--- src/design/line_intersection_classifier_defines.svh ---
// ----------------------------------------------------------------------------
// Line intersection classifier assertion macros
// Concurrent assertion wrappers, compiled out when ASSERT_OFF is defined.
// ----------------------------------------------------------------------------
`ifndef LINE_INTERSECTION_CLASSIFIER_DEFINES_SVH
`define LINE_INTERSECTION_CLASSIFIER_DEFINES_SVH

`ifndef ASSERT_OFF

// check a plain condition every cycle
`define LIC_ASSERT(label, clk, rst, prop, msg) \
   label: assert property (@(posedge clk) disable iff (rst) (prop)) else $error(msg);

// check a same-cycle implication
`define LIC_ASSERT_IMPL(label, clk, rst, ante, cons, msg) \
   label: assert property (@(posedge clk) disable iff (rst) (ante) |-> (cons)) else $error(msg);

// check a next-cycle implication
`define LIC_ASSERT_NEXT(label, clk, rst, ante, cons, msg) \
   label: assert property (@(posedge clk) disable iff (rst) (ante) |=> (cons)) else $error(msg);

`else

`define LIC_ASSERT(label, clk, rst, prop, msg)
`define LIC_ASSERT_IMPL(label, clk, rst, ante, cons, msg)
`define LIC_ASSERT_NEXT(label, clk, rst, ante, cons, msg)

`endif

`endif

--- src/design/lic_pkg.sv ---
// ----------------------------------------------------------------------------
// Line intersection classifier package
// Shared widths, reset values, register indexes, sequencer states and types.
// ----------------------------------------------------------------------------
`default_nettype none

package lic_pkg;

   localparam int COUNT_WIDTH_DEFAULT = 16;
   localparam int DIST_WIDTH_DEFAULT  = 24;

   localparam int AVG_WIDTH = 17;
   localparam logic [AVG_WIDTH-1:0] Q_ONE = 17'd65536;

   localparam int NEAR_LIMIT_RESET       = 256;
   localparam int FRONT_LOW_RESET        = 384;
   localparam int FRONT_HIGH_RESET       = 768;
   localparam int SIDE_THRESHOLD_RESET   = 26214;
   localparam int CENTER_THRESHOLD_RESET = 32768;

   localparam int CSR_INDEX_WIDTH = 3;
   localparam logic [CSR_INDEX_WIDTH-1:0] CSR_NEAR_LIMIT       = 3'd0;
   localparam logic [CSR_INDEX_WIDTH-1:0] CSR_FRONT_LOW        = 3'd1;
   localparam logic [CSR_INDEX_WIDTH-1:0] CSR_FRONT_HIGH       = 3'd2;
   localparam logic [CSR_INDEX_WIDTH-1:0] CSR_SIDE_THRESHOLD   = 3'd3;
   localparam logic [CSR_INDEX_WIDTH-1:0] CSR_CENTER_THRESHOLD = 3'd4;

   localparam logic CMD_START  = 1'b0;
   localparam logic CMD_SAMPLE = 1'b1;

   typedef logic [1:0] lic_slot_type;
   localparam lic_slot_type SLOT_LEFT   = 2'd0;
   localparam lic_slot_type SLOT_CENTER = 2'd1;
   localparam lic_slot_type SLOT_RIGHT  = 2'd2;
   localparam lic_slot_type SLOT_FRONT  = 2'd3;

   typedef enum logic [2:0] {
      ST_IDLE,
      ST_TRAVEL,
      ST_WINDOW,
      ST_MUL,
      ST_ADD,
      ST_DIV,
      ST_DONE
   } lic_state_type;

   typedef struct packed {
      logic [AVG_WIDTH-1:0] left;
      logic [AVG_WIDTH-1:0] center;
      logic [AVG_WIDTH-1:0] right;
      logic [AVG_WIDTH-1:0] front;
   } lic_avg_type;

endpackage

`default_nettype wire

--- src/design/lic_divider.sv ---
// ----------------------------------------------------------------------------
// Line intersection classifier divider
// Restoring divider, one quotient bit per cycle, quotient known to fit the
// average width.
// ----------------------------------------------------------------------------
`default_nettype none

module lic_divider #(
   parameter int DEN_WIDTH = lic_pkg::COUNT_WIDTH_DEFAULT + 1,
   localparam int NUM_WIDTH = DEN_WIDTH + lic_pkg::AVG_WIDTH
) (
   input  wire logic                           clock,
   input  wire logic                           reset,
   input  wire logic                           start,
   input  wire logic [NUM_WIDTH-1:0]           numer,
   input  wire logic [DEN_WIDTH-1:0]           denom,
   output logic                                busy,
   output logic                                done,
   output logic [lic_pkg::AVG_WIDTH-1:0]       quot
);

   localparam int QW     = lic_pkg::AVG_WIDTH;
   localparam int STEP_W = $clog2(QW);
   localparam logic [STEP_W-1:0] LAST_STEP = STEP_W'(QW - 1);

   logic                 busy_ff, busy_in;
   logic                 done_ff, done_in;
   logic [STEP_W-1:0]    step_ff, step_in;
   logic [DEN_WIDTH-1:0] rem_ff, rem_in;
   logic [DEN_WIDTH-1:0] den_ff, den_in;
   logic [QW-1:0]        q_ff, q_in;

   logic [DEN_WIDTH:0]   trial;
   logic [DEN_WIDTH:0]   diff;
   logic                 ge;

   assign trial = {rem_ff, q_ff[QW-1]};
   assign diff  = trial - {1'b0, den_ff};
   assign ge    = trial >= {1'b0, den_ff};

   always_comb begin
      busy_in = busy_ff;
      done_in = 1'b0;
      step_in = step_ff;
      rem_in  = rem_ff;
      den_in  = den_ff;
      q_in    = q_ff;
      if (start) begin
         busy_in = 1'b1;
         step_in = '0;
         rem_in  = numer[NUM_WIDTH-1:QW];
         den_in  = denom;
         q_in    = numer[QW-1:0];
      end else if (busy_ff) begin
         rem_in  = ge ? diff[DEN_WIDTH-1:0] : trial[DEN_WIDTH-1:0];
         q_in    = {q_ff[QW-2:0], ge};
         step_in = step_ff + 1'b1;
         if (step_ff == LAST_STEP) begin
            busy_in = 1'b0;
            done_in = 1'b1;
         end
      end
   end

   always_ff @(posedge clock) begin
      if (reset) begin
         busy_ff <= 1'b0;
         done_ff <= 1'b0;
         step_ff <= '0;
      end else begin
         busy_ff <= busy_in;
         done_ff <= done_in;
         step_ff <= step_in;
      end
   end

   always_ff @(posedge clock) begin
      rem_ff <= rem_in;
      den_ff <= den_in;
      q_ff   <= q_in;
   end

   assign busy = busy_ff;
   assign done = done_ff;
   assign quot = q_ff;

endmodule

`default_nettype wire

--- src/design/lic_sequencer.sv ---
// ----------------------------------------------------------------------------
// Line intersection classifier sequencer
// Tracks travelled distance and steps the running averages through one
// shared multiply and divide path.
// ----------------------------------------------------------------------------
`default_nettype none
`include "line_intersection_classifier_defines.svh"

module lic_sequencer #(
   parameter int COUNT_WIDTH = lic_pkg::COUNT_WIDTH_DEFAULT,
   parameter int DIST_WIDTH  = lic_pkg::DIST_WIDTH_DEFAULT
) (
   input  wire logic                    clock,
   input  wire logic                    reset,
   input  wire logic                    start,
   input  wire logic                    cmd,
   input  wire logic [DIST_WIDTH-1:0]   distance,
   input  wire logic                    left_hit,
   input  wire logic                    center_hit,
   input  wire logic                    right_hit,
   input  wire logic [DIST_WIDTH-1:0]   near_limit,
   input  wire logic [DIST_WIDTH-1:0]   front_low,
   input  wire logic [DIST_WIDTH-1:0]   front_high,
   input  wire logic                    ack,
   output logic                         idle,
   output logic                         done,
   output logic signed [DIST_WIDTH:0]   travelled,
   output lic_pkg::lic_avg_type         avgs
);

   localparam int AW      = lic_pkg::AVG_WIDTH;
   localparam int DEN_W   = COUNT_WIDTH + 1;
   localparam int PROD_W  = COUNT_WIDTH + AW;
   localparam int NUM_W   = DEN_W + AW;

   lic_pkg::lic_state_type state_ff, state_in;
   lic_pkg::lic_slot_type  slot_ff;

   logic                      cmd_ff;
   logic [DIST_WIDTH-1:0]     dist_ff;
   logic                      hit_ff [3];
   logic [DIST_WIDTH-1:0]     start_ff;
   logic signed [DIST_WIDTH:0] travelled_ff;
   logic                      old_near_ff;
   logic [COUNT_WIDTH-1:0]    count_ff [3];
   logic [AW-1:0]             avg_ff [4];
   logic [PROD_W-1:0]         prod_ff;

   logic [1:0]                cidx;
   logic [COUNT_WIDTH-1:0]    count_sel;
   logic [AW-1:0]             avg_sel;
   logic                      hit_sel;
   logic [DEN_W-1:0]          denom;
   logic [NUM_W-1:0]          numer;
   logic                      trav_le_near;
   logic                      trav_in_front;
   logic                      div_start;
   logic                      div_busy;
   logic                      div_done;
   logic [AW-1:0]             div_quot;

   assign cidx      = (slot_ff == lic_pkg::SLOT_FRONT) ? lic_pkg::SLOT_CENTER : slot_ff;
   assign count_sel = count_ff[cidx];
   assign avg_sel   = avg_ff[slot_ff];
   assign hit_sel   = hit_ff[cidx];
   assign denom     = {1'b0, count_sel} + 1'b1;
   assign numer     = NUM_W'(prod_ff) + NUM_W'(hit_sel ? lic_pkg::Q_ONE : '0)
                      + NUM_W'(denom >> 1);

   assign trav_le_near  = travelled_ff <= $signed({1'b0, near_limit});
   assign trav_in_front = (travelled_ff >= $signed({1'b0, front_low}))
                          && (travelled_ff <= $signed({1'b0, front_high}));

   always_comb begin
      state_in = state_ff;
      unique case (state_ff)
         lic_pkg::ST_IDLE: begin
            if (start) state_in = lic_pkg::ST_TRAVEL;
         end
         lic_pkg::ST_TRAVEL: begin
            state_in = (cmd_ff == lic_pkg::CMD_SAMPLE) ? lic_pkg::ST_WINDOW
                                                       : lic_pkg::ST_DONE;
         end
         lic_pkg::ST_WINDOW: begin
            state_in = (trav_le_near || trav_in_front) ? lic_pkg::ST_MUL
                                                       : lic_pkg::ST_DONE;
         end
         lic_pkg::ST_MUL: state_in = lic_pkg::ST_ADD;
         lic_pkg::ST_ADD: state_in = lic_pkg::ST_DIV;
         lic_pkg::ST_DIV: begin
            if (div_done) begin
               state_in = (slot_ff == lic_pkg::SLOT_RIGHT || slot_ff == lic_pkg::SLOT_FRONT)
                          ? lic_pkg::ST_DONE : lic_pkg::ST_MUL;
            end
         end
         lic_pkg::ST_DONE: begin
            if (ack) state_in = lic_pkg::ST_IDLE;
         end
         default: state_in = lic_pkg::ST_IDLE;
      endcase
   end

   always_comb begin
      idle      = 1'b0;
      done      = 1'b0;
      div_start = 1'b0;
      unique case (state_ff)
         lic_pkg::ST_IDLE: idle      = 1'b1;
         lic_pkg::ST_ADD:  div_start = 1'b1;
         lic_pkg::ST_DONE: done      = 1'b1;
         default: ;
      endcase
   end

   always_ff @(posedge clock) begin
      if (reset) begin
         state_ff <= lic_pkg::ST_IDLE;
      end else begin
         state_ff <= state_in;
      end
   end

   always_ff @(posedge clock) begin
      if (state_ff == lic_pkg::ST_IDLE && start) begin
         cmd_ff    <= cmd;
         dist_ff   <= distance;
         hit_ff[0] <= left_hit;
         hit_ff[1] <= center_hit;
         hit_ff[2] <= right_hit;
      end
      if (state_ff == lic_pkg::ST_MUL) begin
         prod_ff <= PROD_W'(count_sel) * PROD_W'(avg_sel);
      end
   end

   always_ff @(posedge clock) begin
      if (reset) begin
         slot_ff      <= lic_pkg::SLOT_LEFT;
         start_ff     <= '0;
         travelled_ff <= '0;
         old_near_ff  <= 1'b0;
         for (int i = 0; i < 3; i++) count_ff[i] <= '0;
         for (int i = 0; i < 4; i++) avg_ff[i] <= '0;
      end else begin
         unique case (state_ff)
            lic_pkg::ST_TRAVEL: begin
               if (cmd_ff == lic_pkg::CMD_SAMPLE) begin
                  old_near_ff  <= trav_le_near;
                  travelled_ff <= $signed({1'b0, dist_ff}) - $signed({1'b0, start_ff});
               end else begin
                  start_ff     <= dist_ff;
                  travelled_ff <= '0;
               end
            end
            lic_pkg::ST_WINDOW: begin
               if (old_near_ff && !trav_le_near) count_ff[lic_pkg::SLOT_CENTER] <= '0;
               slot_ff <= trav_le_near ? lic_pkg::SLOT_LEFT : lic_pkg::SLOT_FRONT;
            end
            lic_pkg::ST_DIV: begin
               if (div_done) begin
                  avg_ff[slot_ff] <= div_quot;
                  if (count_sel != '1) count_ff[cidx] <= count_sel + 1'b1;
                  slot_ff <= slot_ff + 1'b1;
               end
            end
            default: ;
         endcase
      end
   end

   lic_divider #(
      .DEN_WIDTH (DEN_W)
   ) u_divider (
      .clock (clock),
      .reset (reset),
      .start (div_start),
      .numer (numer),
      .denom (denom),
      .busy  (div_busy),
      .done  (div_done),
      .quot  (div_quot)
   );

   assign travelled   = travelled_ff;
   assign avgs.left   = avg_ff[lic_pkg::SLOT_LEFT];
   assign avgs.center = avg_ff[lic_pkg::SLOT_CENTER];
   assign avgs.right  = avg_ff[lic_pkg::SLOT_RIGHT];
   assign avgs.front  = avg_ff[lic_pkg::SLOT_FRONT];

   `LIC_ASSERT_IMPL(a_idle_div_quiet, clock, reset, state_ff == lic_pkg::ST_IDLE, !div_busy, "divider busy while idle")
   `LIC_ASSERT_IMPL(a_div_done_in_div, clock, reset, div_done, state_ff == lic_pkg::ST_DIV, "divider done outside divide state")
   `LIC_ASSERT(a_avg_bounded, clock, reset, (avg_ff[0] <= lic_pkg::Q_ONE) && (avg_ff[1] <= lic_pkg::Q_ONE) && (avg_ff[2] <= lic_pkg::Q_ONE) && (avg_ff[3] <= lic_pkg::Q_ONE), "average above one")
   `LIC_ASSERT_NEXT(a_start_zeroes, clock, reset, state_ff == lic_pkg::ST_TRAVEL && cmd_ff == lic_pkg::CMD_START, travelled_ff == '0, "start item left travelled nonzero")

endmodule

`default_nettype wire

--- src/design/line_intersection_classifier.sv ---
// ----------------------------------------------------------------------------
// Line intersection classifier
// Classifies the crossing reached by a line follower from running averages
// of its left, center and right line sensors over travelled distance.
// ----------------------------------------------------------------------------
// Usage: items enter on the req_ channel (valid/ready). cmd 0 starts a
// segment at req_distance; cmd 1 is one sample of the three sensors. Every
// item yields exactly one item on the rsp_ channel with the black flags,
// intersection flag, crossing type and finished flag.
// Registers are written through csr_write_en/csr_index/csr_wdata; the user
// must write them only while idle, which the block itself does not enforce.
// A start item and a sample outside both windows update no average; a
// front-window sample runs one average update and a near-window sample
// three, back to back. Each update runs on the one shared multiply/divide
// path (one multiply, one add, 17 divide steps, one write-back).
// req_ready is high only while the sequencer is idle; one item is in work
// at a time, and the next is taken while a finished item waits in the
// output register.
// Reset (synchronous, active high) clears counts, averages, start point and
// travelled distance, and loads the default limits and thresholds.
// When rsp_ready is low the finished item holds in the output register and
// the sequencer waits with the next result until the register is free.
// ----------------------------------------------------------------------------
`default_nettype none

module line_intersection_classifier #(
   parameter int COUNT_WIDTH = lic_pkg::COUNT_WIDTH_DEFAULT,
   parameter int DIST_WIDTH  = lic_pkg::DIST_WIDTH_DEFAULT,
   localparam int CSR_WIDTH  = (DIST_WIDTH > lic_pkg::AVG_WIDTH) ? DIST_WIDTH
                                                                 : lic_pkg::AVG_WIDTH
) (
   input  wire logic                                clock,
   input  wire logic                                reset,
   input  wire logic                                req_valid,
   output logic                                     req_ready,
   input  wire logic                                req_cmd,
   input  wire logic [DIST_WIDTH-1:0]               req_distance,
   input  wire logic                                req_left_hit,
   input  wire logic                                req_center_hit,
   input  wire logic                                req_right_hit,
   output logic                                     rsp_valid,
   input  wire logic                                rsp_ready,
   output logic                                     rsp_finished,
   output logic                                     rsp_is_crossing,
   output logic [2:0]                               rsp_crossing_type,
   output logic                                     rsp_left_black,
   output logic                                     rsp_right_black,
   output logic                                     rsp_center_black,
   output logic                                     rsp_front_black,
   input  wire logic                                csr_write_en,
   input  wire logic [lic_pkg::CSR_INDEX_WIDTH-1:0] csr_index,
   input  wire logic [CSR_WIDTH-1:0]                csr_wdata
);

   localparam int AW = lic_pkg::AVG_WIDTH;

   localparam logic [2:0] TYPE_LRF   = 3'd0;
   localparam logic [2:0] TYPE_LF    = 3'd1;
   localparam logic [2:0] TYPE_RF    = 3'd2;
   localparam logic [2:0] TYPE_LR    = 3'd3;
   localparam logic [2:0] TYPE_L     = 3'd4;
   localparam logic [2:0] TYPE_R     = 3'd5;
   localparam logic [2:0] TYPE_OTHER = 3'd6;

   logic [DIST_WIDTH-1:0] near_limit_ff;
   logic [DIST_WIDTH-1:0] front_low_ff;
   logic [DIST_WIDTH-1:0] front_high_ff;
   logic [AW-1:0]         side_thr_ff;
   logic [AW-1:0]         center_thr_ff;

   logic       rsp_valid_ff, rsp_valid_in;
   logic       finished_ff;
   logic       is_crossing_ff;
   logic [2:0] type_ff;
   logic       left_black_ff;
   logic       right_black_ff;
   logic       center_black_ff;
   logic       front_black_ff;

   logic                       seq_idle;
   logic                       seq_done;
   logic                       seq_ack;
   logic signed [DIST_WIDTH:0] travelled;
   lic_pkg::lic_avg_type       avgs;

   logic       bl, br, bc, bf, fin;
   logic [2:0] ctype;

   assign req_ready = seq_idle;
   assign seq_ack   = seq_done && (!rsp_valid_ff || rsp_ready);

   always_ff @(posedge clock) begin
      if (reset) begin
         near_limit_ff <= DIST_WIDTH'(lic_pkg::NEAR_LIMIT_RESET);
         front_low_ff  <= DIST_WIDTH'(lic_pkg::FRONT_LOW_RESET);
         front_high_ff <= DIST_WIDTH'(lic_pkg::FRONT_HIGH_RESET);
         side_thr_ff   <= AW'(lic_pkg::SIDE_THRESHOLD_RESET);
         center_thr_ff <= AW'(lic_pkg::CENTER_THRESHOLD_RESET);
      end else if (csr_write_en) begin
         unique case (csr_index)
            lic_pkg::CSR_NEAR_LIMIT:       near_limit_ff <= csr_wdata[DIST_WIDTH-1:0];
            lic_pkg::CSR_FRONT_LOW:        front_low_ff  <= csr_wdata[DIST_WIDTH-1:0];
            lic_pkg::CSR_FRONT_HIGH:       front_high_ff <= csr_wdata[DIST_WIDTH-1:0];
            lic_pkg::CSR_SIDE_THRESHOLD:   side_thr_ff   <= csr_wdata[AW-1:0];
            lic_pkg::CSR_CENTER_THRESHOLD: center_thr_ff <= csr_wdata[AW-1:0];
            default: ;
         endcase
      end
   end

   lic_sequencer #(
      .COUNT_WIDTH (COUNT_WIDTH),
      .DIST_WIDTH  (DIST_WIDTH)
   ) u_sequencer (
      .clock      (clock),
      .reset      (reset),
      .start      (req_valid && req_ready),
      .cmd        (req_cmd),
      .distance   (req_distance),
      .left_hit   (req_left_hit),
      .center_hit (req_center_hit),
      .right_hit  (req_right_hit),
      .near_limit (near_limit_ff),
      .front_low  (front_low_ff),
      .front_high (front_high_ff),
      .ack        (seq_ack),
      .idle       (seq_idle),
      .done       (seq_done),
      .travelled  (travelled),
      .avgs       (avgs)
   );

   always_comb begin
      bl  = avgs.left >= side_thr_ff;
      br  = avgs.right >= side_thr_ff;
      bc  = avgs.center > center_thr_ff;
      bf  = avgs.front > center_thr_ff;
      fin = travelled > $signed({1'b0, front_high_ff});
      priority if (bl && br && bf)   ctype = TYPE_LRF;
      else if (bl && !br && bf)      ctype = TYPE_LF;
      else if (!bl && br && bf)      ctype = TYPE_RF;
      else if (bl && br && !bf)      ctype = TYPE_LR;
      else if (bl && !br && !bf)     ctype = TYPE_L;
      else if (!bl && br && !bf)     ctype = TYPE_R;
      else                           ctype = TYPE_OTHER;
   end

   always_comb begin
      rsp_valid_in = rsp_valid_ff;
      if (seq_ack) begin
         rsp_valid_in = 1'b1;
      end else if (rsp_ready) begin
         rsp_valid_in = 1'b0;
      end
   end

   always_ff @(posedge clock) begin
      if (reset) begin
         rsp_valid_ff <= 1'b0;
      end else begin
         rsp_valid_ff <= rsp_valid_in;
      end
   end

   always_ff @(posedge clock) begin
      if (seq_ack) begin
         finished_ff     <= fin;
         is_crossing_ff  <= bl || br || !bc || !bf;
         type_ff         <= ctype;
         left_black_ff   <= bl;
         right_black_ff  <= br;
         center_black_ff <= bc;
         front_black_ff  <= bf;
      end
   end

   assign rsp_valid         = rsp_valid_ff;
   assign rsp_finished      = finished_ff;
   assign rsp_is_crossing   = is_crossing_ff;
   assign rsp_crossing_type = type_ff;
   assign rsp_left_black    = left_black_ff;
   assign rsp_right_black   = right_black_ff;
   assign rsp_center_black  = center_black_ff;
   assign rsp_front_black   = front_black_ff;

endmodule

`default_nettype wire
--- config.mk ---
export PLATFORM = sky130hd
export DESIGN_NAME = line_intersection_classifier
export DESIGN_NICKNAME = d
export VERILOG_FILES = /design/src/design/lic_pkg.sv /design/src/design/lic_divider.sv /design/src/design/lic_sequencer.sv /design/src/design/line_intersection_classifier.sv
export VERILOG_INCLUDE_DIRS = /design/src /design/src/design
export SDC_FILE = /design/constraint.sdc
export NUM_CORES = 2
export LEC_CHECK = 0
export ABC_AREA = 1
export BUFFER_PORTS_ARGS = -buffer_cell sky130_fd_sc_hd__buf_2
export CAP_MARGIN = 20
export CORE_MARGIN = 2
export CORE_UTILIZATION = 55
export DETAILED_ROUTE_END_ITERATION = 6
export PLACE_DENSITY = 0.74
export SLEW_MARGIN = 20
export SYNTH_ARGS = -nofsm -noshare
export SYNTH_HDL_FRONTEND = slang
export SYNTH_HIERARCHICAL = 1
export SYNTH_SLANG_ARGS = --single-unit
--- constraint.sdc ---
create_clock -name clock -period 6.05 [get_ports clock]
set_input_delay 0 -clock clock [delete_from_list [all_inputs] [get_ports clock]]
set_output_delay 0 -clock clock [all_outputs]
set_load 0.01 [all_outputs]
==> results.json <==
{
  "holdPathStages": 3,
  "clkTransAtPathRegs_ns": 0.06,
  "slew-limit-headroom": 0.310,
  "synth_xor_area_frac": 0.0197,
  "cts-root-buf": "clkbuf_16",
  "yosys-top-cells-area": "edfxtp_1 (22%), fa_1 (12%), ha_1 (12%)",
  "drive_gt1_frac": 0.187,
  "syn2layout_area_growth_pct": 21.8,
  "fill_cells": 4897,
  "drc": 0,
  "worstHoldStart": "reset",
  "synth_top_family_by_area": "adder cells",
  "gr-total-overflow": 0,
  "fmaxAchievable_mhz": 155,
  "seq_area_frac_synth": 0.322,
  "crit_path_end_kind": "flip-flop",
  "synth_largest_area_cell": "edfxtp_1",
  "reg2reg_depth": 27,
  "setup_viol": 21,
  "cts_buffers": 47,
  "crit_buf_inv": 8,
  "syn_area_sq_mm": 0.0342,
  "min_to": "u_sequencer/travelled[2]",
  "synth_top_area_share": 0.222,
  "place_hpwl_microns": 78200,
  "first_pass_iters": 6,
  "ant_nets": 0,
  "status": "finished, violations left",
  "crit_arrival_ns": 6.79,
  "drv_slew": 0,
  "ioPinCount": 71,
  "min_period_ns": 6.44,
  "synth_fa_ha_area_frac": 0.245,
  "grt_max_degree": 60,
  "drt_wl_total_microns": 104000,
  "cts_buffer_depth": 3,
  "hold_viol": 0,
  "synth_mux_area_frac": 0,
  "synthFlopType": "edfxtp_1",
  "synth_cell_types": 57,
  "rsz0062_at_grt": "true",
  "async_flop_share": 0,
  "cp_slowest_cell": "fa_2",
  "crit_path_frequent_cell": "nand2_1",
  "cts_tree": "built",
  "wl_per_cell_microns": 18.6,
  "synth-compound-area-share": 0.0892,
  "die_h_microns": 253,
  "worst_pin_slew_ns": 1.03,
  "cp-start-kind": "flip-flop",
  "h-tree-depth": 2,
  "nets": 5337,
  "grt_use_total": 0.323,
  "gp_congestion": 0.971,
  "period_share": 1.06,
  "synth-simple-area-share": 0.224,
  "avgSynthCellArea_sq_um": 8.01,
  "max_stage_delay_ns": 0.60,
  "start_util": 0.555,
  "fin_setup_tns_ns": -5.55,
  "r2r_setup_slack_ns": -0.39,
  "hold_class": "in -> reg",
  "finalClockSkew_ns": 0.0669,
  "grt_antenna_before_repair": 2,
  "drt_iter0_drc": 3095,
  "vias_per_cell": 5.46,
  "clock_latency_ns": 0.63,
  "critPathRequiredTime_ns": 6.40,
  "core_area_sq_mm": 0.0616,
  "cts.sinks": 424,
  "grt_pass1_wl_microns": 161000,
  "violations": "setup timing",
  "crit_type": "reg -> reg",
  "vias": 30636,
  "yosys_warnings": 6,
  "synth_edf_count": 253,
  "layout_setup_ws_ns": -0.391,
  "place.port_buffers": 70,
  "die_area_sq_mm": 0.0642,
  "placementRows": 91,
  "ys_seq_elements": 424,
  "r2r-end": "u_sequencer/prod_ff[30]",
  "cp_max_fo": 16,
  "cap_violations": 0,
  "die_w_microns": 253,
  "syn_inst": 4270,
  "crit_family": "adder cells",
  "synth_nets": 4874,
  "grt_pass1_vias": 29418
}
routing by layer:
layer / global-route usage / wire length [microns] / vias to the layer above / part of all wire
met5: 0 / 18 / - / 0.00017
met3: 0.0477 / 8700 / 300 / 0.084
met2: 0.525 / 48100 / 1349 / 0.46
met1: 0.427 / 42300 / 14455 / 0.41
li1: - / - / 14530 / -
met4: 0.147 / 5070 / 2 / 0.049
worst register-to-register path, delay by kind of cell (launching register included):
kind                     cells  cell delay (ns)
AO/OA/AOI/OAI                4             0.75
XOR/XNOR                     1             0.13
adder cells (fa/ha/maj)      7             3.36
buffers and inverters        8             0.80
flip-flops                   1             0.39
AND/OR/NAND/NOR              7             0.71
per-stage QoR:
step / setup slack (ns) / instance area [sq um] / util / hold WS (ns) / std cells
final: -0.391 / 41600 / 0.676 / 0.0308 / 5608
after global routing: -0.570 / 41600 / 0.676 / 0.0558 / 5608
after CTS: -0.299 / 41100 / 0.667 / 0.00175 / 5593
after detailed placement: -0.578 / 38000 / 0.616 / 0.178 / 5395
after global placement: -0.549 / 38000 / 0.616 / 0.176 / 5395
after floorplan: 0.00573 / 34500 / - / 0.0989 / 4270
cell families after synthesis:
| kind of cell | count (synthesis) |
|---|---|
| xor gates and xnor gates | 76 |
| adders and majority gates | 544 |
| DFF | 424 |
| AOI/OAI and AO/OA | 558 |
| buffers and inverters | 865 |
| and+or+nand+nor | 1803 |
cells in the mapped netlist, types with 3 or more instances:
master / count
nand2_1: 854
inv_1: 707
nor2_1: 587
ha_1: 333
a21oi_1: 268
edfxtp_1: 253
fa_1: 211
dfxtp_1: 171
o21ai_0: 170
nand3_1: 134
clkbuf_1: 67
or2_2: 59
nand4_1: 49
o21ai_1: 48
xor2_1: 43
inv_2: 35
xnor2_1: 32
nor3_1: 28
buf_2: 19
a21o_1: 17
nand2_2: 17
nand3b_1: 17
nand3_2: 12
a32oi_1: 10
buf_6: 10
clkinv_1: 10
buf_4: 9
nor4_1: 9
o211ai_1: 9
a32oi_2: 7
buf_1: 7
nor2_2: 7
nand2_4: 6
nor2_4: 6
a31oi_1: 5
o21ai_2: 4
o31ai_1: 4
or2_1: 4
a211oi_1: 3
nor3_4: 3
o21a_1: 3
o21bai_1: 3
how the worst max path moves through the flow:
stage	endpoint	cells past startpoint	from	slack, ns
after global routing	u_sequencer/prod_ff[27]	28	u_sequencer/slot_ff[0]	-0.57
after global placement	u_sequencer/prod_ff[30]	28	u_sequencer/slot_ff[0]	-0.55
after CTS	u_sequencer/prod_ff[30]	25	flip-flop	-0.30
after detailed placement	u_sequencer/prod_ff[25]	26	u_sequencer/slot_ff[0]	-0.58
final	u_sequencer/prod_ff[30]	27	flip-flop	-0.39
after floorplan	u_sequencer/prod_ff[30]	30	u_sequencer/slot_ff[0]	0.006
flip-flops by register name, summed over array words and instances, names as in the netlist, 2 cells and up, named ones only:
register and cells:
center_thr_ff 17, front_high_ff 24, front_low_ff 24, near_limit_ff 24, rsp_crossing_type 3, side_thr_ff 17, u_sequencer/avg_ff 68, u_sequencer/count_ff 64
u_sequencer/dist_ff 24, u_sequencer/hit_ff 3, u_sequencer/prod_ff 33, u_sequencer/slot_ff 2, u_sequencer/start_ff 24, u_sequencer/state_ff 3, u_sequencer/travelled 25, u_sequencer/u_divider/den_ff 17
u_sequencer/u_divider/quot 17, u_sequencer/u_divider/rem_ff 17, u_sequencer/u_divider/step_ff 5
layout by cell type (no fill, tap or decap), types with 11 or more instances in the layout:
master	netlist	final
inv_1	707	671
xnor2_1	32	32
xor2_1	43	39
o21ai_1	48	51
a21o_1	17	17
nand2_4	6	11
a32oi_2	7	12
dfxtp_1	171	168
nand2_1	854	821
o21ai_0	170	156
nand3_2	12	18
clkbuf_16	0	48
clkinv_1	10	15
nand3b_1	17	17
fa_1	211	196
a21oi_2	0	17
buf_12	0	22
buf_6	10	26
buf_4	9	337
nand4_1	49	49
nor2_1	587	561
or2_2	59	58
buf_2	19	70
nor3_1	28	26
ha_1	333	310
inv_2	35	60
dlygate4sd3_1	0	64
nand2_2	17	45
fa_2	0	15
nand3_1	134	126
edfxtp_1	253	253
nor2_2	7	26
nor2_4	6	13
a21oi_1	268	244
o21ai_2	4	15
ha_4	0	21
repair_timing:
item | in CTS | in global routing
hold endpoints to repair | 145 | 0
buffers inserted | 43 | 13
pin swaps | 71 | 48
setup endpoints to repair | 24 | 25
resized for setup | 142 | 119
cloned | 5 | 1
hold buffers | 64 | 0
area by class of cell:
class / count / area, sq um / share of cell area
Timing Repair inverter: 3 / 21.3 / 0.000511
Sequential cell: 424 / 11000 / 0.265
Antenna cell: 1 / 2.50 / 0.0000601
Clock buffer: 57 / 1230 / 0.0297
Inverter: 752 / 2910 / 0.0699
Clock inverter: 29 / 322 / 0.00773
Tap cell: 837 / 1050 / 0.0252
Timing Repair Buffer: 522 / 4310 / 0.104
Multi-Input combinational cell: 2983 / 20700 / 0.498
Power is left out: the tool's default activity adds up to more than one toggle a clock period on the data nets, which glitch-free logic cannot reach.
